--- src/design/irn_pkg.sv ---
// Package of the image range normalizer: mapping mode codes, constants and
// the queue entry that passes from the front end to the back end.
// No dependencies.
`default_nettype none
package irn_pkg;

  localparam logic [1:0] MODE_CENTER  = 2'd0;
  localparam logic [1:0] MODE_STRETCH = 2'd1;
  localparam logic [1:0] MODE_OFFSET  = 2'd2;
  localparam logic [1:0] MODE_ROUND   = 2'd3;

  localparam logic CMD_SCAN = 1'b0;
  localparam logic CMD_MAP  = 1'b1;

  localparam int NUM_W = 40;
  localparam int DEN_W = 32;

  localparam logic [23:0] PIX_RED   = 24'h0000FF;
  localparam logic [23:0] PIX_WHITE = 24'hFFFFFF;

  // One pixel job: either a finished pixel or a division num / den that
  // gives the gray level, saturated at 255.
  typedef struct packed {
    logic             do_div;
    logic [NUM_W-1:0] num;
    logic [DEN_W-1:0] den;
    logic [23:0]      pix;   // red in bits 7:0, green 15:8, blue 23:16
  } job_t;

  function automatic logic [23:0] gray(input logic [7:0] g);
    return {g, g, g};
  endfunction

endpackage
`default_nettype wire

--- src/design/irn_fifo.sv ---
// Two-entry queue of pixel jobs between the front end and the back end.
// Depends on irn_pkg for job_t.
`default_nettype none
module irn_fifo import irn_pkg::*; (
  input  wire logic clk,
  input  wire logic rst,
  input  wire logic wr,
  input  job_t      wr_data,
  output logic      full,
  input  wire logic rd,
  output logic      not_empty,
  output job_t      rd_data
);

  job_t       mem [2];
  logic       wptr;
  logic       rptr;
  logic [1:0] count;

  always_ff @(posedge clk) begin
    if (rst) begin
      wptr  <= 1'b0;
      rptr  <= 1'b0;
      count <= 2'd0;
    end else begin
      if (wr) wptr <= ~wptr;
      if (rd) rptr <= ~rptr;
      count <= count + 2'(wr) - 2'(rd);
    end
  end

  always_ff @(posedge clk) begin
    if (wr) mem[wptr] <= wr_data;
  end

  assign full      = count == 2'd2;
  assign not_empty = count != 2'd0;
  assign rd_data   = mem[rptr];

endmodule
`default_nettype wire

--- src/design/irn_front.sv ---
// Front end: takes input transactions, keeps the frame extremes and the mode
// register, and turns each map sample into a pixel job. Depends on irn_pkg.
`default_nettype none
module irn_front import irn_pkg::*; (
  input  wire logic        clk,
  input  wire logic        rst,
  input  wire logic        cfg_we,
  input  wire logic [1:0]  cfg_wdata,
  input  wire logic        take,
  input  wire logic        cmd,
  input  wire logic [31:0] sample,
  input  wire logic        sample_is_nan,
  input  wire logic        frame_first,
  output logic             q_wr,
  output job_t             q_data
);

  logic [1:0]         map_mode;
  logic signed [31:0] lo;
  logic signed [31:0] hi;
  logic signed [31:0] lo_base;
  logic signed [31:0] hi_base;
  logic signed [31:0] s;
  logic [32:0]        d_w;
  logic [31:0]        d;
  logic signed [33:0] ds;
  logic signed [33:0] e;
  logic [39:0]        num0;
  logic [39:0]        num1;
  logic [32:0]        rnd;

  assign s = $signed(sample);

  always_ff @(posedge clk) begin
    if (rst) begin
      map_mode <= MODE_CENTER;
      lo       <= '0;
      hi       <= '0;
    end else begin
      if (cfg_we) map_mode <= cfg_wdata;
      if (take && cmd == CMD_SCAN) begin
        lo <= (!sample_is_nan && s < lo_base) ? s : lo_base;
        hi <= (!sample_is_nan && s > hi_base) ? s : hi_base;
      end
    end
  end

  always_comb begin
    lo_base = frame_first ? 32'sd0 : lo;
    hi_base = frame_first ? 32'sd0 : hi;
    d_w  = {hi[31], hi} - {lo[31], lo};
    d    = d_w[31:0];
    ds   = $signed({2'b00, d}) + $signed({{2{s[31]}}, s});
    e    = $signed({{2{s[31]}}, s}) - $signed({{2{lo[31]}}, lo});
    num0 = ({7'd0, ds[32:0]} << 7) - {7'd0, ds[32:0]};
    num1 = ({8'd0, e[31:0]} << 8) - {8'd0, e[31:0]};
    rnd  = {1'b0, sample} + 33'd32768;
  end

  always_comb begin
    q_wr          = take && cmd == CMD_MAP;
    q_data.do_div = 1'b0;
    q_data.num    = num0;
    q_data.den    = d;
    q_data.pix    = gray(8'd0);
    if (sample_is_nan) begin
      q_data.pix = PIX_RED;
    end else begin
      case (map_mode)
        MODE_CENTER: begin
          if (d == 32'd0) q_data.pix = gray(8'd127);
          else if (!ds[33]) q_data.do_div = 1'b1;
        end
        MODE_STRETCH: begin
          q_data.num = num1;
          if (d != 32'd0 && !e[33]) q_data.do_div = 1'b1;
        end
        MODE_OFFSET: begin
          if (e[33]) q_data.pix = PIX_RED;
          else if (e > 34'sd16711680) q_data.pix = PIX_WHITE;
          else q_data.pix = gray(e[23:16]);
        end
        default: begin
          if (s[31]) q_data.pix = gray(8'd0);
          else if (s > 32'sd16711680) q_data.pix = gray(8'd255);
          else q_data.pix = gray(rnd[23:16]);
        end
      endcase
    end
  end

endmodule
`default_nettype wire

--- src/design/irn_back.sv ---
// Back end: runs the saturating gray division one quotient bit per cycle,
// holds the result while the output is stalled, and holds the output pixel register. Depends on irn_pkg.
`default_nettype none
module irn_back import irn_pkg::*; (
  input  wire logic  clk,
  input  wire logic  rst,
  input  wire logic  q_not_empty,
  input  job_t       q_data,
  output logic       q_rd,
  output logic       m_tvalid,
  input  wire logic  m_tready,
  output logic [23:0] m_tdata
);

  typedef enum logic {ST_IDLE, ST_DIV} state_t;

  state_t     state;
  logic [39:0] rem;
  logic [31:0] den;
  logic [3:0]  k;
  logic [6:0]  q;
  logic [39:0] den_sh;
  logic        ge;
  logic        out_free;
  logic        finish;
  logic [7:0]  result;
  logic        out_load;

  always_comb begin
    out_free = !m_tvalid || m_tready;
    den_sh   = {8'd0, den} << k;
    ge       = rem >= den_sh;
    finish   = state == ST_DIV && ((k == 4'd8 && ge) || k == 4'd0);
    result   = (k == 4'd8) ? 8'd255 : {q, ge};
    q_rd     = state == ST_IDLE && q_not_empty && (q_data.do_div || out_free);
    out_load = (q_rd && !q_data.do_div) || (finish && out_free);
  end

  always_ff @(posedge clk) begin
    if (rst) begin
      state    <= ST_IDLE;
      m_tvalid <= 1'b0;
    end else begin
      if (m_tready && !out_load) m_tvalid <= 1'b0;
      case (state)
        ST_IDLE: begin
          if (q_rd) begin
            if (q_data.do_div) begin
              state <= ST_DIV;
              rem   <= q_data.num;
              den   <= q_data.den;
              k     <= 4'd8;
              q     <= '0;
            end else begin
              m_tdata  <= q_data.pix;
              m_tvalid <= 1'b1;
            end
          end
        end
        ST_DIV: begin
          if (finish) begin
            if (out_free) begin
              m_tdata  <= gray(result);
              m_tvalid <= 1'b1;
              state    <= ST_IDLE;
            end
          end else begin
            if (ge) rem <= rem - den_sh;
            if (k != 4'd8) q <= {q[5:0], ge};
            k <= k - 4'd1;
          end
        end
        default: state <= ST_IDLE;
      endcase
    end
  end

  a_pop_needs_entry: assert property (@(posedge clk) disable iff (rst)
    q_rd |-> q_not_empty) else $error("queue read while empty");
  a_load_free: assert property (@(posedge clk) disable iff (rst)
    out_load |-> out_free) else $error("output overwritten");
  a_rem_bound: assert property (@(posedge clk) disable iff (rst)
    (state == ST_DIV && k != 4'd8) |-> rem < ({8'd0, den} << (k + 4'd1)))
    else $error("division remainder out of range");

endmodule
`default_nettype wire

--- src/design/image_range_normalizer.sv ---
// Top level of the image range normalizer: front end, job queue, back end.
// Depends on irn_pkg, irn_front, irn_fifo and irn_back.
//
// Usage: a frame is streamed twice on the slave channel. tdata carries the
// signed Q16.16 sample; tuser carries cmd (bit 0: 0 scan, 1 map),
// sample_is_nan (bit 1) and frame_first (bit 2). Scan transactions update
// the frame minimum and maximum and give no output; frame_first restarts
// both at zero. Map transactions each give one RGB pixel on the master
// channel (tdata: red 7:0, green 15:8, blue 23:16) under map_mode, which
// must be written through cfg_we / cfg_wdata only while the block is idle;
// the user is bound to this, as the block itself does not enforce it.
// Scans are taken whenever the queue has room. A map pixel that needs
// division (modes 0 and 1) runs through the bit-serial divider (one
// saturation check, then one quotient bit per cycle), and the back end
// takes no new job until it is done. Other pixels skip the divider.
// A two-entry queue separates the front end from the back end, so input is
// taken while the divider works or the receiver stalls; s_tready falls only
// when the queue is full. A stalled output holds its data. Reset clears the
// extremes, the mode, the queue and the output valid.
`default_nettype none
module image_range_normalizer import irn_pkg::*; (
  input  wire logic        clk,
  input  wire logic        rst,
  input  wire logic        cfg_we,
  input  wire logic [1:0]  cfg_wdata,
  input  wire logic        s_tvalid,
  output logic             s_tready,
  input  wire logic [31:0] s_tdata,   // sample
  input  wire logic [2:0]  s_tuser,   // cmd, sample_is_nan, frame_first
  output logic             m_tvalid,
  input  wire logic        m_tready,
  output logic [23:0]      m_tdata    // red, green, blue
);

  job_t wr_data;
  job_t rd_data;
  logic q_wr;
  logic q_full;
  logic q_rd;
  logic q_not_empty;

  // Every transaction waits for queue room, which keeps scans and maps in
  // order with respect to the extremes they see.
  assign s_tready = !q_full;

  irn_front u_front (
    .clk           (clk),
    .rst           (rst),
    .cfg_we        (cfg_we),
    .cfg_wdata     (cfg_wdata),
    .take          (s_tvalid && s_tready),
    .cmd           (s_tuser[0]),
    .sample        (s_tdata),
    .sample_is_nan (s_tuser[1]),
    .frame_first   (s_tuser[2]),
    .q_wr          (q_wr),
    .q_data        (wr_data)
  );

  irn_fifo u_fifo (
    .clk       (clk),
    .rst       (rst),
    .wr        (q_wr),
    .wr_data   (wr_data),
    .full      (q_full),
    .rd        (q_rd),
    .not_empty (q_not_empty),
    .rd_data   (rd_data)
  );

  irn_back u_back (
    .clk         (clk),
    .rst         (rst),
    .q_not_empty (q_not_empty),
    .q_data      (rd_data),
    .q_rd        (q_rd),
    .m_tvalid    (m_tvalid),
    .m_tready    (m_tready),
    .m_tdata     (m_tdata)
  );

endmodule
`default_nettype wire

--- config.mk ---
export PLATFORM = sky130hd
export DESIGN_NAME = image_range_normalizer
export DESIGN_NICKNAME = d
export VERILOG_FILES = /design/src/design/irn_pkg.sv /design/src/design/irn_fifo.sv /design/src/design/irn_front.sv /design/src/design/irn_back.sv /design/src/design/image_range_normalizer.sv
export SDC_FILE = /design/constraint.sdc
export NUM_CORES = 1
export LEC_CHECK = 0
export ABC_CLOCK_PERIOD_IN_PS = 7400
export BUFFER_PORTS_ARGS = -buffer_cell sky130_fd_sc_hd__buf_2
export CORE_MARGIN = 2
export CORE_UTILIZATION = 30
export CTS_CLUSTER_SIZE = 40
export DETAILED_ROUTE_END_ITERATION = 10
export PLACE_DENSITY = 0.54
export SYNTH_ARGS = -nofsm -noshare
export SYNTH_HDL_FRONTEND = slang
export SYNTH_SLANG_ARGS = --single-unit
--- constraint.sdc ---
create_clock -name clk -period 7.4 [get_ports clk]
set_input_delay 1.48 -clock clk [delete_from_list [all_inputs] [get_ports clk]]
set_output_delay 1.48 -clock clk [all_outputs]
set_load 0.01 [all_outputs]
==> impl_metrics.json <==
{
  "status": "completed",
  "yosysTopAreaCell": "edfxtp_1",
  "powerDensity_nw_per_um2": 419,
  "first_pass_iters": 7,
  "cts_buffer_depth": 3,
  "wl_um": 81900,
  "clkSlewWorstSetupHoldPaths_ps": 60,
  "dpl_cell_area_sq_um": 29800,
  "cp.required_ps": 7720,
  "syn-num-nets": 3320,
  "h-tree-depth": 2,
  "hold_buffers": 0,
  "cts_sinks": 350,
  "vias_per_cell": 5.26,
  "syn_area_sq_um": 27800,
  "ys_ff_latch": 350,
  "fin_worst_skew_ps": 29.1,
  "setup_tns_ps": 0,
  "arrival_ps": 7300,
  "postSynth.topFlopCell": "edfxtp_1",
  "syn_avg_cell_area_sq_um": 9.21,
  "fin_cells": 4352,
  "start_kind": "flip-flop",
  "pwr-share-clk": 0.162,
  "coreArea_sq_um": 91800,
  "routabilityCongestion": 0.919,
  "ir_drop_mv": 0.247,
  "drv_slew": 0,
  "root_buffer": "clkbuf_16",
  "layout.core_utilization": 0.341,
  "rr_worst_depth": 27,
  "numPortBuffers": 67,
  "grt_pass1_vias": 22201,
  "numCtsBuffers": 43,
  "stdcell_area_sq_um": 31300,
  "drt_iter0_drc": 1559,
  "dp.cells": 4274,
  "postCtsSetupRepairBufs": 0,
  "cp-end-kind": "flip-flop",
  "yosysMostFrequentCell": "edfxtp_1",
  "min_path_cells": 1,
  "timing.fmax_ghz": 0.143,
  "num_vias": 22906,
  "nets": 3378,
  "crit_type": "reg -> reg",
  "track_usage": 0.169,
  "swShare": 0.438,
  "rows": 111,
  "p_sw_uw": 5740,
  "postSynth.asyncResetShare": 0,
  "start_util": 0.303,
  "synth_cells": 3018,
  "dieArea_sq_um": 95100,
  "die_h_um": 308,
  "wl_per_cell_um": 18.8,
  "whs_ps": 482,
  "synth_top_area_frac": 0.299,
  "drive_gt1_frac": 0.106,
  "fin_crit_ps": 6980,
  "antenna_found_initial": 1,
  "grt_pass1_wl_um": 126000,
  "hp-class": "reg -> reg",
  "cap_violations": 0,
  "cts_tree": "yes",
  "tightestPinTransition_ps": 1070,
  "ioPinCount": 68,
  "yosysWarnings": 0,
  "synth_edf_count": 277,
  "setup_violations": 0,
  "synth_seq_area_share": 0.352,
  "timing.slew.headroom": 0.278,
  "rsz0062_at_grt": "false",
  "p_int_uw": 7380,
  "cp_max_fo": 8,
  "dp_hpwl_um": 63100,
  "ys_top_cells_by_count": "277 x edfxtp_1, 256 x ha_1, 252 x a21oi_1",
  "route.detailed.drc": 0,
  "grt_max_degree": 79,
  "p_seq_frac": 0.239,
  "fin_crit_sh": 0.943,
  "hold_violations": 0,
  "ys_types": 78,
  "worstSkewPairLatency_ps": 610,
  "synth_area_leaders": "edfxtp_1 30%, ha_1 12%, dfxtp_1 5.3%",
  "ant_nets": 0,
  "combPwrFrac": 0.600,
  "syn2layout_area_growth_pct": 12.6,
  "grt.overflow.total": 0,
  "die_w_um": 308,
  "antenna_cells": 0,
  "p_leak_uw": 0.0122
}
critical path, stage by stage (launching register included):
cell      delay, ps
dfxtp_1         380
ha_1            170
inv_1            50
fa_1            390
a21o_1          200
a311o_1         460
a221o_1         390
a21o_1          210
o31a_1          270
xor2_2          180
ha_1            440
o211ai_1        220
a211oi_1        270
o21ai_0         200
o21a_1          260
xor2_2          240
ha_1            310
inv_1           110
nor2_1           90
a221oi_1        360
o21ai_0         180
a21oi_2         240
o211ai_1        160
o211ai_1        170
a31o_2          260
nor2b_1         200
xnor2_1         140
mux2i_1         130
layer usage:
metal  global-route usage  share of wire  vias up
met5                    0              0        -
met4               0.0482          0.027        0
met3               0.0171          0.039      110
met2                0.278           0.46      478
met1                0.233           0.48    10994
li1                     -              -    11324
registers in the layout, indices dropped and copies added (netlist names), 2 cells and up, named ones only:
register	flops
u_back.den	32
u_fifo.count	2
u_back.rem	40
u_back.k	4
u_front.lo	32
u_front.hi	32
u_back.q	7
u_front.map_mode	2
u_fifo.mem	178
u_back.m_tdata	16
final timing paths:
check	startpoint	to	slack, ps
worst max-delay path	u_front.lo[0]	u_fifo.mem[0][93]	420
worst min-delay path	u_front.hi[0]	u_front.hi[0]	480
worst max register to register	u_front.lo[0]	u_fifo.mem[0][93]	420
worst min register to register	u_front.hi[0]	u_front.hi[0]	480
cells in the final DEF (no fill, tap or decap), drive strengths merged, types with 63 or more instances in the layout:
master and instances:
a21o 106, a21oi 252, a22o 63, buf 143
dfxtp 73, edfxtp 277, ha 256, inv 150
mux2i 76, nand2 222, nand2b 110, nand3 67
nor2 213, nor2b 63, o21ai 201, xnor2 110
xor2 73
kinds of logic after synthesis:
kind of cell	synth area share
mux	0.0582
compound gates	0.207
fa+ha+maj	0.118
flops	0.352
xor+xnor	0.0577
simple gates	0.169
buf+inv	0.0384
repair_timing:
action                                  4_1_cts  5_1_grt
endpoints found under the setup margin        8       32
gates resized for setup                       3       19
pin swaps                                     0        1
power groups by stage:
stage          registers [uW]  clock network, uW  logic [uW]
6_report                 3130               2120        7870
5_1_grt                  3170               2240        8780
4_1_cts                  3140               2180        7740
3_5_place_dp             3180                  0        7690
3_3_place_gp             3170                  0        7660
2_1_floorplan            3110                  0        5580
through the flow:
stage               setup slack (ps)  total power, uW
floorplan                        678             8690
global placement                7.67            10800
detailed placement             -75.2            10900
CTS                              116            13000
global route                    8.38            14200
finish                           419            13100
cell type report:
| cell class | count | area, sq um |
|---|---|---|
| Fill cell | 9462 | 60500 |
| Multi-Input combinational cell | 2393 | 17100 |
| Sequential cell | 350 | 9790 |
| Tap cell | 1243 | 1560 |
| Clock buffer | 49 | 1100 |
| Timing Repair Buffer | 143 | 906 |
| Inverter | 145 | 544 |
| Clock inverter | 29 | 302 |
Note: power is estimated with default switching activity, not from simulation.
